### config.mk
export PLATFORM = sky130hd
export DESIGN_NAME = lp2v_sin
export DESIGN_NICKNAME = d
export VERILOG_FILES = /design/src/lp2v_pkg.sv /design/src/lp2v_sin.sv
export SDC_FILE = /design/constraint.sdc
export NUM_CORES = 2
export LEC_CHECK = 0
export BUFFER_PORTS_ARGS = -buffer_cell sky130_fd_sc_hd__buf_2
export CORE_UTILIZATION = 61
export DETAILED_ROUTE_END_ITERATION = 8
export PLACE_DENSITY = 0.92
export REMOVE_ABC_BUFFERS = 1
export SETUP_SLACK_MARGIN = 0.2
export SYNTH_ARGS = -nofsm -noshare
export SYNTH_HDL_FRONTEND = slang
export SYNTH_SLANG_ARGS = --single-unit
export TNS_END_PERCENT = 50
### constraint.sdc
create_clock -name clk -period 10.2 [get_ports clk]
set_clock_uncertainty 0.15 [all_clocks]
set_input_delay 2.04 -clock clk [delete_from_list [all_inputs] [get_ports clk]]
set_output_delay 2.04 -clock clk [all_outputs]
set_load 0.05 [all_outputs]
### src/lp2v_pkg.sv
// Package for the lidar polar to vehicle point transform.
// Types, constants and register codes used by all lp2v modules but the checker.
`default_nettype none

package lp2v_pkg;

  localparam int HORIZONTAL_POINTS_DEF = 1024;
  localparam int VERTICAL_POINTS_DEF   = 64;

  // configuration port
  localparam int CFG_AW = 6;
  localparam int CFG_DW = 64;

  // angle and fixed point
  localparam logic [15:0] QUARTER_TURN = 16'h4000;
  localparam int          Q15_SHIFT    = 15;
  localparam int          SIN_SHIFT    = 14;
  localparam logic [14:0] SIN_T_ONE    = 15'd16384;
  localparam logic [11:0] SIN_C2       = 12'd2320;
  localparam logic [14:0] SIN_C1       = 15'd21024;
  localparam logic [15:0] SIN_C0       = 16'd51472;
  localparam logic [16:0] SIN_MAX      = 17'd32767;

  // output saturation
  localparam int OUT_MAX  = 2097151;
  localparam int OUT_MIN  = -2097152;
  localparam int ACC_SHIFT = 30;

  // datapath widths
  localparam int PT_W   = 37;  // sensor point, Q15 mm
  localparam int M_W    = 18;  // rotation entry, Q15
  localparam int PROD_W = PT_W + M_W;
  localparam int ACC_W  = PROD_W + 2;

  typedef logic signed [15:0]     q15_t;
  typedef logic signed [M_W-1:0]  mval_t;
  typedef logic signed [PT_W-1:0] pt_t;

  typedef enum logic [2:0] {
    REG_AZ_START = 3'd0,
    REG_AZ_STEP  = 3'd1,
    REG_EL_START = 3'd2,
    REG_EL_STEP  = 3'd3,
    REG_YAW      = 3'd4,
    REG_PITCH    = 3'd5,
    REG_ROLL     = 3'd6,
    REG_OFFSET   = 3'd7
  } reg_idx_t;

  typedef struct packed {
    logic [15:0] az_start;
    logic [14:0] az_step;
    logic [15:0] el_start;
    logic [14:0] el_step;
    logic [15:0] yaw;
    logic [15:0] pitch;
    logic [15:0] roll;
    logic [47:0] offset;
  } cfg_t;

  typedef struct packed {
    mval_t m00;
    mval_t m01;
    mval_t m02;
    mval_t m10;
    mval_t m11;
    mval_t m12;
    mval_t m20;
    mval_t m21;
    mval_t m22;
  } mat_t;

endpackage

`default_nettype wire

### src/lp2v_sin.sv
// Four-stage pipelined sine of a 16-bit turn angle, Q1.15 result.
// Polynomial quarter-wave with quadrant folding; uses lp2v_pkg.
`default_nettype none

module lp2v_sin (
  input  wire logic          clk,
  input  wire logic          en,
  input  wire logic [15:0]   angle,
  output lp2v_pkg::q15_t     sin_out
);

  logic [14:0] a_t_r, a_x2_r;
  logic        a_neg_r;
  logic [14:0] b_q_r, b_x2_r, b_t_r;
  logic        b_neg_r;
  logic [15:0] c_s_r;
  logic [14:0] c_t_r;
  logic        c_neg_r;
  lp2v_pkg::q15_t d_out_r;

  logic [14:0] a_t_nxt, a_x2_nxt;
  logic [29:0] a_sq;
  logic [26:0] b_prod;
  logic [14:0] b_q_nxt;
  logic [29:0] c_prod;
  logic [15:0] c_s_nxt;
  logic [30:0] d_prod;
  logic [16:0] d_v;
  lp2v_pkg::q15_t d_out_nxt;

  // stage A: fold quadrant, square
  always_comb begin
    a_t_nxt = {1'b0, angle[13:0]};
    if (angle[14]) begin
      a_t_nxt = lp2v_pkg::SIN_T_ONE - {1'b0, angle[13:0]};
    end
    a_sq     = 30'(a_t_nxt) * 30'(a_t_nxt);
    a_x2_nxt = 15'(a_sq >> lp2v_pkg::SIN_SHIFT);
  end

  // stage B: q = c1 - c2*x2
  always_comb begin
    b_prod  = 27'(lp2v_pkg::SIN_C2) * 27'(a_x2_r);
    b_q_nxt = lp2v_pkg::SIN_C1 - 15'(b_prod >> lp2v_pkg::SIN_SHIFT);
  end

  // stage C: s = c0 - q*x2
  always_comb begin
    c_prod  = 30'(b_q_r) * 30'(b_x2_r);
    c_s_nxt = lp2v_pkg::SIN_C0 - 16'(c_prod >> lp2v_pkg::SIN_SHIFT);
  end

  // stage D: s*t, saturate, sign
  always_comb begin
    d_prod = 31'(c_s_r) * 31'(c_t_r);
    d_v    = 17'(d_prod >> lp2v_pkg::SIN_SHIFT);
    if (d_v > lp2v_pkg::SIN_MAX) begin
      d_v = lp2v_pkg::SIN_MAX;
    end
    d_out_nxt = c_neg_r ? -signed'(d_v[15:0]) : signed'(d_v[15:0]);
  end

  always_ff @(posedge clk) begin
    if (en) begin
      a_t_r   <= a_t_nxt;
      a_x2_r  <= a_x2_nxt;
      a_neg_r <= angle[15];
      b_q_r   <= b_q_nxt;
      b_x2_r  <= a_x2_r;
      b_t_r   <= a_t_r;
      b_neg_r <= a_neg_r;
      c_s_r   <= c_s_nxt;
      c_t_r   <= b_t_r;
      c_neg_r <= b_neg_r;
      d_out_r <= d_out_nxt;
    end
  end

  assign sin_out = d_out_r;

endmodule

`default_nettype wire

==> flow_metrics.tcl <==
set metrics [dict create \
    post_drt_wl_per_cell_um 17.7 \
    slew_headroom 0.347 \
    ys_top_cells_by_area "fa_1 36%, ha_1 15%, edfxtp_1 14%" \
    drt-total-wl_mm 60.6 \
    synthDistinctLibCells 89 \
    drc 0 \
    dp_hpwl_mm 48.9 \
    synth_edf_count 125 \
    via_per_inst 5.80 \
    globalRoute.totalOverflow 0 \
    clkTransAtPathRegs_ps 70 \
    core_um2 43600 \
    cts-hold-fix-buffers 0 \
    hp-start "b_t_r[2]" \
    fillers 3168 \
    clock_latency_ps 470 \
    grt_pass1_wl_mm 103 \
    diodes 0 \
    syn_to_final_growth_pct 4.77 \
    synthFlopType "edfxtp_1" \
    clock.fmax_mhz 104 \
    synth_seq_cells 125 \
    hold_violations 0 \
    fp.dieW_um 213 \
    yosys.area.top_type "fa_1" \
    synthCells 2847 \
    place.gp.congestion 0.894 \
    num_rows 76 \
    dr.pass1.iters 6 \
    cts_sinks 125 \
    grt_usage 0.286 \
    io_pins 34 \
    yosysSeqAreaShare 0.138 \
    num_vias 19900 \
    ant_nets 0 \
    dieArea_um2 45400 \
    cp.arrival_ps 9730 \
    rsz0062_at_grt "false" \
    grt_pass1_vias 21900 \
    cts_setup_buffers 0 \
    numCtsBuffers 17 \
    crit_start "angle[1]" \
    worstMarginPinSlew_ps 973 \
    antenna_found_initial 2 \
    cts_tree "done" \
    async_flop_share 0 \
    die_y_um 213 \
    path_class "primary input to flip-flop" \
    fin_nets 3660 \
    status "finished clean" \
    hold_class "flip-flop to flip-flop" \
    synth_top_cell_area_share 0.361 \
    h-tree-depth 4 \
    yosys_warnings 0 \
    cp-start-kind "primary input" \
    holdWs_ps 265 \
    crit_path_end_kind "flip-flop" \
    setup_violations 0 \
    r2r-start "c_t_r[5]" \
    fin_crit_ps 9660 \
    drive_above_1_share 0.0414 \
    synthTopCellsByCount "613 x inv_1, 490 x fa_1, 341 x nand2_1" \
    path_max_fanout 14 \
    avgSynthCellArea_um2 9.55 \
    drv_cap 0 \
    timing.final.crit_share 0.947 \
    cp_data_required_time_ps 10270 \
    grt_start_max_net_pins 58 \
    fin_setup_tns_ps 0 \
    slew_violations 0 \
    cts_root_buffer "clkbuf_16" \
    synth_area_um2 27200 \
    portBuffers 33 \
    yosysMostFrequentCell "inv_1" \
    dr.first_iter.drc_count 1778 \
    cts_max_path_buffers 2 \
    initial_core_util 0.624 \
]
## registers in the layout (all words and copies together) (netlist names)
| signal | count |
|---|---|
| a_neg_r | 1 |
| a_t_r | 15 |
| a_x2_r | 15 |
| b_neg_r | 1 |
| b_q_r | 15 |
| b_t_r | 15 |
| b_x2_r | 15 |
| c_neg_r | 1 |
| c_s_r | 16 |
| c_t_r | 15 |
| sin_out | 16 |
## metal layers
layer	GRT usage	vias up	wire [um]	part of all wire
li1	-	8845	-	-
met1	0.340	9966	22700	0.37
met2	0.516	892	31800	0.52
met3	0.0502	213	4140	0.068
met4	0.109	2	1980	0.033
met5	0	-	13	0.00021
## area by class of cell
| cell class | count | area (um^2) | area share |
|---|---|---|---|
| Sequential cell | 125 | 3750 | 0.132 |
| Tap cell | 585 | 732 | 0.0257 |
| Timing Repair Buffer | 53 | 318 | 0.0112 |
| Clock inverter | 15 | 160 | 0.00562 |
| Inverter | 620 | 2330 | 0.0817 |
| Multi-Input combinational cell | 2017 | 20800 | 0.729 |
| Clock buffer | 17 | 425 | 0.0149 |
## final timing paths
kind / to / slack (ps) / cells after the start
max: a_x2_r[7] / 540 / 28
max reg2reg: sin_out[14] / 1760 / 27
min: c_t_r[2] / 270 / 0
min reg2reg: c_t_r[2] / 270 / 0
## cells in the final DEF (no fill, tap or decap), drive strengths merged, types with 6 or more instances in the layout
cell and count:
nand4 8, o21a 17, clkbuf 17, xor2 37
o211ai 6, o21ai 44, ha 318, or3 12
nand2b 13, or2 7, mux2i 11, a2111oi 10
a21o 35, buf 53, a31oi 14, and3 13
xnor2 57, fa 490, a21oi 57, o22ai 8
and2 243, nand2 341, a211o 6, a21boi 6
o311ai 6, o31ai 7, inv 619, nand3 24
nor2 104, conb 10, nor3 24, clkinv 12
edfxtp 125, nor2b 10
## what timing repair did
| item | CTS | global route |
|---|---|---|
| setup endpoints to repair | 0 | 2 |
| gates resized for setup | 0 | 2 |
| endpoints found under the hold margin | 0 | 0 |
## through the flow
stage          setup slack, ps  area, um^2  utilization  instances
2_1_floorplan              545       26800            -       2762
3_3_place_gp               394       27900        0.640       3400
3_5_place_dp               147       27900        0.640       3400
4_1_cts                    487       28500        0.654       3432
5_1_grt                    245       28500        0.654       3432
6_report                   540       28500        0.654       3432
## worst max-delay path, cell delays in order
cell	delay [ps]
buf_2	120
inv_1	80
ha_1	220
nand2_1	80
or3_1	330
or2_2	300
or3_1	380
nand2_1	100
xor2_1	160
buf_4	240
nor2_1	100
fa_1	590
inv_1	80
fa_1	580
fa_1	450
fa_1	570
fa_1	450
fa_1	520
inv_1	50
ha_1	350
nand3_1	150
o32ai_1	500
o31a_1	290
o21ai_0	130
a21boi_0	450
o21a_1	220
nor2_1	60
xnor2_1	120
## logic make-up (layout without fill, tap and decap cells)
| group | after synthesis | count (layout) | share of synthesized area |
|---|---|---|---|
| flops | 125 | 125 | 0.138 |
| mux | 13 | 13 | 0.00488 |
| other cells | 2 | 10 | 0.000276 |
| buf+inv | 713 | 705 | 0.0994 |
| simple gates | 827 | 827 | 0.150 |
| compound gates | 265 | 265 | 0.0696 |
| fa+ha+maj | 808 | 808 | 0.507 |
| xor+xnor | 94 | 94 | 0.0306 |
Power is not shown: default switching activity piles up to over one toggle a cycle in this logic, so the estimate is an artifact.
