## src/lp2v_pkg.sv

```systemverilog
// Package for the lidar polar to vehicle point transform.
// Types, constants and register codes used by all lp2v modules but the checker.
`default_nettype none

package lp2v_pkg;

  localparam int HORIZONTAL_POINTS_DEF = 1024;
  localparam int VERTICAL_POINTS_DEF   = 64;

  // configuration port
  localparam int CFG_AW = 6;
  localparam int CFG_DW = 64;

  // angle and fixed point
  localparam logic [15:0] QUARTER_TURN = 16'h4000;
  localparam int          Q15_SHIFT    = 15;
  localparam int          SIN_SHIFT    = 14;
  localparam logic [14:0] SIN_T_ONE    = 15'd16384;
  localparam logic [11:0] SIN_C2       = 12'd2320;
  localparam logic [14:0] SIN_C1       = 15'd21024;
  localparam logic [15:0] SIN_C0       = 16'd51472;
  localparam logic [16:0] SIN_MAX      = 17'd32767;

  // output saturation
  localparam int OUT_MAX  = 2097151;
  localparam int OUT_MIN  = -2097152;
  localparam int ACC_SHIFT = 30;

  // datapath widths
  localparam int PT_W   = 37;  // sensor point, Q15 mm
  localparam int M_W    = 18;  // rotation entry, Q15
  localparam int PROD_W = PT_W + M_W;
  localparam int ACC_W  = PROD_W + 2;

  typedef logic signed [15:0]     q15_t;
  typedef logic signed [M_W-1:0]  mval_t;
  typedef logic signed [PT_W-1:0] pt_t;

  typedef enum logic [2:0] {
    REG_AZ_START = 3'd0,
    REG_AZ_STEP  = 3'd1,
    REG_EL_START = 3'd2,
    REG_EL_STEP  = 3'd3,
    REG_YAW      = 3'd4,
    REG_PITCH    = 3'd5,
    REG_ROLL     = 3'd6,
    REG_OFFSET   = 3'd7
  } reg_idx_t;

  typedef struct packed {
    logic [15:0] az_start;
    logic [14:0] az_step;
    logic [15:0] el_start;
    logic [14:0] el_step;
    logic [15:0] yaw;
    logic [15:0] pitch;
    logic [15:0] roll;
    logic [47:0] offset;
  } cfg_t;

  typedef struct packed {
    mval_t m00;
    mval_t m01;
    mval_t m02;
    mval_t m10;
    mval_t m11;
    mval_t m12;
    mval_t m20;
    mval_t m21;
    mval_t m22;
  } mat_t;

endpackage

`default_nettype wire

```

## src/lp2v_cfg.sv

```systemverilog
// APB-style configuration registers of the lidar point transform.
// Holds angles, steps and offsets as an lp2v_pkg::cfg_t.
`default_nettype none

module lp2v_cfg (
  input  wire logic                          clk,
  input  wire logic                          rst_n,
  input  wire logic                          psel,
  input  wire logic                          penable,
  input  wire logic                          pwrite,
  input  wire logic [lp2v_pkg::CFG_AW-1:0]   paddr,
  input  wire logic [lp2v_pkg::CFG_DW-1:0]   pwdata,
  output logic      [lp2v_pkg::CFG_DW-1:0]   prdata,
  output lp2v_pkg::cfg_t                     cfg
);

  lp2v_pkg::cfg_t     cfg_r, cfg_nxt;
  lp2v_pkg::reg_idx_t idx;
  logic               wr;

  assign idx = lp2v_pkg::reg_idx_t'(paddr[5:3]);
  assign wr  = psel && penable && pwrite;

  // register write decode
  always_comb begin
    cfg_nxt = cfg_r;
    if (wr) begin
      case (idx)
        lp2v_pkg::REG_AZ_START: cfg_nxt.az_start = pwdata[15:0];
        lp2v_pkg::REG_AZ_STEP:  cfg_nxt.az_step  = pwdata[14:0];
        lp2v_pkg::REG_EL_START: cfg_nxt.el_start = pwdata[15:0];
        lp2v_pkg::REG_EL_STEP:  cfg_nxt.el_step  = pwdata[14:0];
        lp2v_pkg::REG_YAW:      cfg_nxt.yaw      = pwdata[15:0];
        lp2v_pkg::REG_PITCH:    cfg_nxt.pitch    = pwdata[15:0];
        lp2v_pkg::REG_ROLL:     cfg_nxt.roll     = pwdata[15:0];
        lp2v_pkg::REG_OFFSET:   cfg_nxt.offset   = pwdata[47:0];
        default: ;
      endcase
    end
  end

  // read mux
  always_comb begin
    case (idx)
      lp2v_pkg::REG_AZ_START: prdata = 64'(cfg_r.az_start);
      lp2v_pkg::REG_AZ_STEP:  prdata = 64'(cfg_r.az_step);
      lp2v_pkg::REG_EL_START: prdata = 64'(cfg_r.el_start);
      lp2v_pkg::REG_EL_STEP:  prdata = 64'(cfg_r.el_step);
      lp2v_pkg::REG_YAW:      prdata = 64'(cfg_r.yaw);
      lp2v_pkg::REG_PITCH:    prdata = 64'(cfg_r.pitch);
      lp2v_pkg::REG_ROLL:     prdata = 64'(cfg_r.roll);
      lp2v_pkg::REG_OFFSET:   prdata = 64'(cfg_r.offset);
      default:                prdata = '0;
    endcase
  end

  // steps reset to 64, everything else to zero
  always_ff @(posedge clk) begin
    if (!rst_n) begin
      cfg_r <= '{az_start: '0, az_step: 15'd64, el_start: '0, el_step: 15'd64,
                 yaw: '0, pitch: '0, roll: '0, offset: '0};
    end else begin
      cfg_r <= cfg_nxt;
    end
  end

  assign cfg = cfg_r;

endmodule

`default_nettype wire

```

## config.mk

```make
export PLATFORM = sky130hd
export DESIGN_NAME = lp2v_cfg
export DESIGN_NICKNAME = d
export VERILOG_FILES = /design/src/lp2v_pkg.sv /design/src/lp2v_cfg.sv
export SDC_FILE = /design/constraint.sdc
export NUM_CORES = 1
export LEC_CHECK = 0
export BUFFER_PORTS_ARGS = -buffer_cell sky130_fd_sc_hd__buf_2
export CAP_MARGIN = 5
export CORE_ASPECT_RATIO = 1.1
export CORE_MARGIN = 1.5
export CORE_UTILIZATION = 32
export DETAILED_ROUTE_END_ITERATION = 7
export GPL_ROUTABILITY_DRIVEN = 1
export GPL_TIMING_DRIVEN = 0
export PLACE_DENSITY = 0.62
export SLEW_MARGIN = 20
export SYNTH_ARGS = -nofsm -noshare
export SYNTH_HDL_FRONTEND = slang
export SYNTH_SLANG_ARGS = --single-unit
```

## constraint.sdc

```tcl
create_clock -name clk -period 2.1 [get_ports clk]
set_input_delay 0.21 -clock clk [delete_from_list [all_inputs] [get_ports clk]]
set_output_delay 0.21 -clock clk [all_outputs]
set_load 0.05 [all_outputs]
```

==> results_dict.tcl, run 1 <==
set metrics [dict create \
    finalCritPeriodShare 0.983 \
    grt.total_usage 0.232 \
    vdd_drop_max_v 0.000438 \
    crit_type "in2out" \
    area_delta_synth_final_pct 31.3 \
    pwr-share-comb 0.107 \
    htree_levels 4 \
    cts_root_buffer "clkbuf_16" \
    largest_reg_flops 158 \
    avgRoutedWirePerCell_um 18.8 \
    syn_inst 931 \
    multi_input_area_sq_um 3880 \
    final-seq-area_sq_um 3160 \
    design.core.area_sq_um 23000 \
    cts_tree "done" \
    wl_met2_um 13600 \
    wl_met3_um 1990 \
    drc 0 \
    powerDensity_nw_per_um2 705 \
    postCtsHoldBufs 0 \
    drt-total-wl_um 28600 \
    critPathLaunchType "input port" \
    clockPowerShare 0.458 \
    min_path_type "in2reg" \
    yosys_warnings 0 \
    top_layer "met4" \
    drt_iter0_drc 514 \
    fin_skew_ns 0 \
    worstPathCellList "buf_4 > nor2b_1 > a22o_1 > a32oi_1 > a21oi_1 > buf_4" \
    fp.dieH_um 164 \
    worstMarginPinSlew_ns 0.721 \
    drive_gt1_frac 0.319 \
    hold_viol 0 \
    rsz0062_at_grt "true" \
    p_sw_frac 0.260 \
    drt_first_pass_iters 5 \
    finalSetupTns_ns 0 \
    num-nets-final 1283 \
    p_int_mw 5.17 \
    cpPeakStageDelay_ns 0.58 \
    viasPerCell 5.04 \
    wl_met1_um 12000 \
    place_hpwl_um 22200 \
    die_w_um 149 \
    num_rows 58 \
    synth_top_cell_area_share 0.420 \
    synth_cell_types 42 \
    worstPathRequired_ns 1.89 \
    synth_edf_count 0 \
    grt_pass1_vias 7187 \
    period_minus_slack_ns 2.06 \
    synth_top_cell_by_area "dfxtp_1" \
    syn-mean-instance-area_sq_um 8.09 \
    grt.overflow.total 0 \
    cts_sinks 158 \
    switchingPower_mw 1.81 \
    cp_top_family "compound AO/OA/AOI/OAI gates" \
    antenna_found_initial 1 \
    ios 297 \
    r2r_setup_slack_ns 1.33 \
    p_leak_nw 4.33 \
    clock_latency_ns 0.42 \
    synth_most_common_cell "nand2_1" \
    path_clk_slew_ns 0.06 \
    synth_ff_type "dfxtp_1" \
    grt_pass1_wl_um 42200 \
    port_buffers 243 \
    cts_setup_buffers 0 \
    vias 7665 \
    slew_headroom 0.519 \
    cp_common_cell "buf_4" \
    seq_area_frac_synth 0.420 \
    place_congestion 0.902 \
    fmax_ghz 0.485 \
    maxCapViolations 0 \
    path_buf_inv 2 \
    synth_commonest_cells "nand2_1 (286), dfxtp_1 (158), a21boi_1 (124), buf_2 (41)" \
    worstPathArrival_ns 1.85 \
    start_util 0.328 \
    finalPower_mw 6.98 \
    numCtsBuffers 17 \
    maxSlewViolCount 0 \
    synthArstFlopShare 0 \
    ant_nets 0 \
    synth.area.top_cells "dfxtp_1 (42%), nand2_1 (14%), a21boi_1 (12%), a21boi_0 (3.3%), a221oi_1 (2.8%)" \
    worstPathMaxFanout 10 \
    cpMaxStageDelayCell "nor2b_1" \
    grt_max_degree 17 \
    die_area_sq_um 24500 \
    setup_viol_count_final 0 \
    ys_seq_elements 158 \
    cts_buffer_depth 2 \
    synthesis.area_sq_um 7540 \
    fillCellCount 2393 \
    status "complete, no violations" \
    seqPwrFrac 0.435 \
    critPathCaptureType "primary output" \
]
-- tightest hold or removal path, cell delays in order --
cell      delay, ns
buf_2          0.09
nand2_1        0.04
a21boi_1       0.05
-- worst paths after layout --
check / startpoint / end / cells after the start
min reg2reg: cfg[45] / cfg[45] / 2
min: pwdata[38] / cfg[38] / 3
max reg2reg: cfg[48] / cfg[48] / 2
max: paddr[3] / prdata[8] / 6
-- power by group through the flow --
| stage | clock [mW] | combinational, mW | sequential (mW) |
|---|---|---|---|
| 6_report | 3.19 | 0.747 | 3.04 |
| 5_1_grt | 3.35 | 0.790 | 3.04 |
| 4_1_cts | 3.23 | 0.730 | 3.04 |
| 3_5_place_dp | 0 | 0.722 | 3.10 |
| 3_3_place_gp | 0 | 0.718 | 3.10 |
| 2_1_floorplan | 0 | 0.432 | 3.18 |
-- timing repair --
action	in CTS	in global routing
resized for setup	12	27
hold endpoints to repair	0	0
pin swaps	0	2
cloned	0	0
endpoints found under the setup margin	33	29
-- kinds of logic (layout without fill, tap and decap cells) --
| family | count (synthesis) | in the layout | share of synthesized area |
|---|---|---|---|
| other | 1 | 17 | 0.000498 |
| buffers and inverters | 119 | 393 | 0.0830 |
| and+or+nand+nor | 381 | 381 | 0.222 |
| AOI/OAI and AO/OA | 250 | 250 | 0.243 |
| muxes | 22 | 22 | 0.0309 |
| DFF | 158 | 158 | 0.420 |
-- metal layers --
layer,GRT usage,vias to the layer above
li1,-,3620
met3,0.0531,63
met4,0.107,0
met1,0.287,3677
met2,0.381,305
met5,0,-
-- through the flow --
stage / setup slack (ns) / cells / area (sq um) / hold slack [ns] / util
floorplan: 0.0387 / 946 / 7590 / 0.345 / -
global placement: -0.125 / 1489 / 9180 / 0.449 / 0.399
detailed placement: -0.122 / 1489 / 9180 / 0.453 / 0.399
CTS: 0.00850 / 1520 / 9830 / 0.000898 / 0.427
global route: -0.0112 / 1521 / 9900 / 0.0122 / 0.430
finish: 0.0367 / 1521 / 9900 / 0.0146 / 0.430
-- area by class of cell --
class,count,share of cell area
antenna,1,0.000253
buffer,104,0.0588
clock buffer,21,0.0465
clock inverter,10,0.0140
inverter,15,0.00569
multi-input combinational,669,0.392
sequential,158,0.320
tap,300,0.0379
timing repair buffer,243,0.125
-- cells in the final DEF (no fill, tap or decap), types with 2 or more instances in the layout --
cell	count
dfxtp_1	157
clkinv_2	2
clkbuf_2	7
bufinv_16	3
clkbuf_16	17
a21boi_1	124
buf_2	280
conb_1	16
a221oi_1	15
nor2_4	5
a32oi_1	4
clkbuf_1	28
a22o_1	18
nor2_1	24
o21ai_0	33
clkbuf_8	2
nor2b_1	3
mux2_2	10
or3_1	3
inv_1	15
a221oi_2	8
clkinvlp_4	4
nand2b_1	4
a21oi_1	9
mux2i_1	12
a21boi_0	33
nor2_2	4
nand3b_1	2
buf_6	7
or2_1	3
nand2_1	286
nor3_4	2
nand3_1	3
buf_4	26
and2_1	33
(Power assumes the default switching activity.)
==> run 2, diff against run 1 <==
--- a/config.mk
+++ b/config.mk
@@ -5,6 +5,7 @@
 export SDC_FILE = /design/constraint.sdc
 export NUM_CORES = 1
 export LEC_CHECK = 0
+export ABC_AREA = 1
 export BUFFER_PORTS_ARGS = -buffer_cell sky130_fd_sc_hd__buf_2
 export CAP_MARGIN = 5
 export CORE_ASPECT_RATIO = 1.1
@@ -13,6 +14,7 @@
 export DETAILED_ROUTE_END_ITERATION = 7
 export GPL_ROUTABILITY_DRIVEN = 1
 export GPL_TIMING_DRIVEN = 0
+export HOLD_SLACK_MARGIN = 0.12
 export PLACE_DENSITY = 0.62
 export SLEW_MARGIN = 20
 export SYNTH_ARGS = -nofsm -noshare
==> constraint.sdc (replaced) <==
create_clock -name clk -period 2.1 [get_ports clk]
set_input_delay 0.21 -clock clk [delete_from_list [all_inputs] [get_ports clk]]
set_output_delay 0.21 -clock clk [all_outputs]
set_load 0.01 [all_outputs]
==> run 2 against run 1 <==
Compared with the run above: sequential power about the same; clock skew stayed put; maximum frequency rose by 3.7%; worst hold slack improved by 0.17 ns.
==> results_dict.tcl, run 2 <==
set metrics [dict create \
    postCtsHoldBufs 33 \
    grt_max_degree 17 \
    switchingPower_mw 1.80 \
    synth_top_cell_by_area "dfxtp_1" \
    vdd_drop_max_v 0.000430 \
    mostFrequentLayoutCells "nor2_1 (310), buf_2 (281), dfxtp_1 (158), o21ai_0 (101), nand2_1 (82)" \
    path_clk_slew_ns 0.06 \
    maxCapViolations 0 \
    finalSetupTns_ns 0 \
    mostFrequentLayoutCell "nor2_1" \
    clock_latency_ns 0.43 \
    seqPwrFrac 0.447 \
    fmax_ghz 0.503 \
    vias 8368 \
    cts_root_buffer "clkbuf_16" \
    drive_gt1_frac 0.272 \
    grt_pass1_vias 7584 \
    viasPerCell 4.94 \
    synth.area.top_cells "dfxtp_1 (42%), nor2_1 (16%), o21ai_0 (6.8%), nand4_1 (5.4%), nor3_1 (5.4%)" \
    min_path_type "in2reg" \
    clockPowerShare 0.459 \
    setup_ws_ns 0.110 \
    worstMarginPinSlew_ns 0.761 \
    drt_first_pass_iters 6 \
    status "complete, no violations" \
    critPathLaunchType "input port" \
    cts_resized 0 \
    die_w_um 149 \
    cp_common_cell "buf_2" \
    cts_tree "done" \
    cts_buffer_depth 2 \
    grt_pass1_wl_um 46600 \
    htree_levels 4 \
    setup_viol_count_final 0 \
    rsz0062_at_grt "false" \
    num-nets-final 1457 \
    ant_nets 0 \
    p_int_mw 5.07 \
    ys_seq_elements 158 \
    pre_cts_ws_ns 0.125 \
    maxSlewViolCount 0 \
    place_congestion 0.983 \
    p_sw_frac 0.262 \
    pwr-share-comb 0.094 \
    start_util 0.327 \
    cpMaxStageDelayCell "buf_2" \
    period_minus_slack_ns 1.99 \
    place_hpwl_um 24600 \
    finalCritPeriodShare 0.947 \
    num_rows 58 \
    drt_iter0_drc 568 \
    slew_headroom 0.492 \
    synth_top_cell_area_share 0.423 \
    yosys_warnings 0 \
    fillCellCount 2408 \
    critPathCaptureType "primary output" \
    grt.overflow.total 0 \
    ios 297 \
    fin_skew_ns 0 \
    synthesis.area_sq_um 7470 \
    antenna_cells 0 \
    port_buffers 244 \
    cpPeakStageDelay_ns 0.25 \
    crit_type "in2out" \
    powerDensity_nw_per_um2 683 \
    design.core.area_sq_um 22900 \
    worstPathArrival_ns 1.78 \
    worstPathCellList "buf_2 > inv_2 > buf_2 > buf_2 > nand4_1 > nand2_1 > nor2_1 > nand3_1 > buf_2" \
    p_leak_nw 5.01 \
    antenna_found_initial 0 \
    syn-mean-instance-area_sq_um 6.98 \
    syn_inst 1071 \
    drc 0 \
    synth_most_common_cell "nor2_1" \
    grt.total_usage 0.259 \
    synthArstFlopShare 0 \
    cts_setup_buffers 0 \
    worstPathRequired_ns 1.89 \
    synth_ff_type "dfxtp_1" \
    synth_edf_count 0 \
    die_area_sq_um 24300 \
    fp.dieH_um 163 \
    avgRoutedWirePerCell_um 18.9 \
    cts_sinks 158 \
    largest_reg_flops 158 \
    synth_commonest_cells "nor2_1 (310), dfxtp_1 (158), o21ai_0 (101), nand2_1 (82), nor3_1 (80)" \
    numCtsBuffers 17 \
    seq_area_frac_synth 0.423 \
    worstPathMaxFanout 10 \
    fin_util 0.440 \
    hold_viol 0 \
    synth_cell_types 23 \
    drt-total-wl_um 32000 \
    area_delta_synth_final_pct 34.5 \
]
run 2: critical path, delay by kind of cell:
family	cells	cell delay, ns
buf+inv	5	0.99
simple gates	4	0.57
run 2: worst paths after layout:
kind / start / to / slack (ns) / depth (start not counted)
setup / recovery: paddr[5] / prdata[0] / 0.11 / 9
hold / removal: pwdata[15] / cfg[15] / 0.18 / 3
hold reg to reg: cfg[102] / cfg[102] / 0.51 / 2
setup reg to reg: cfg[63] / cfg[63] / 1.36 / 2
run 2: cells by family (layout without fill, tap and decap cells):
| kind of cell | count (synthesis) | count (layout) | synth area share |
|---|---|---|---|
| flip-flops | 158 | 158 | 0.423 |
| other | 1 | 16 | 0.000502 |
| AND/OR/NAND/NOR | 590 | 590 | 0.360 |
| buffers and inverters | 166 | 475 | 0.112 |
| AO/OA/AOI/OAI | 156 | 156 | 0.104 |
run 2: area by class of cell:
class | instances | area, sq um | share of cell area
Buffer | 112 | 633 | 0.0630
Clock buffer | 20 | 457 | 0.0455
Clock inverter | 12 | 135 | 0.0134
Inverter | 54 | 203 | 0.0202
Multi-Input combinational cell | 762 | 3530 | 0.351
Sequential cell | 158 | 3160 | 0.315
Tap cell | 300 | 375 | 0.0374
Timing Repair Buffer | 277 | 1550 | 0.154
run 2: power groups by stage:
stage / logic, mW / registers, mW / clock network, mW
2_1_floorplan: 0.321 / 3.15 / 0
3_3_place_gp: 0.583 / 3.14 / 0
3_5_place_dp: 0.586 / 3.14 / 0
4_1_cts: 0.637 / 3.07 / 3.19
5_1_grt: 0.689 / 3.07 / 3.31
6_report: 0.643 / 3.07 / 3.15
run 2: per-stage QoR:
stage	area, sq um	power [mW]	hold slack (ns)	cells
finish	10000	6.87	0.180	1695
global route	10000	7.08	0.177	1695
CTS	10000	6.90	0.170	1695
detailed placement	9130	3.72	0.437	1630
global placement	9130	3.72	0.436	1630
floorplan	7530	3.47	0.345	1086
run 2: layer usage:
| layer | part of all wire | global-route usage |
|---|---|---|
| met1 | 0.41 | 0.324 |
| met4 | 0.041 | 0.117 |
| met2 | 0.47 | 0.430 |
| met5 | 0 | 0 |
| met3 | 0.079 | 0.0506 |
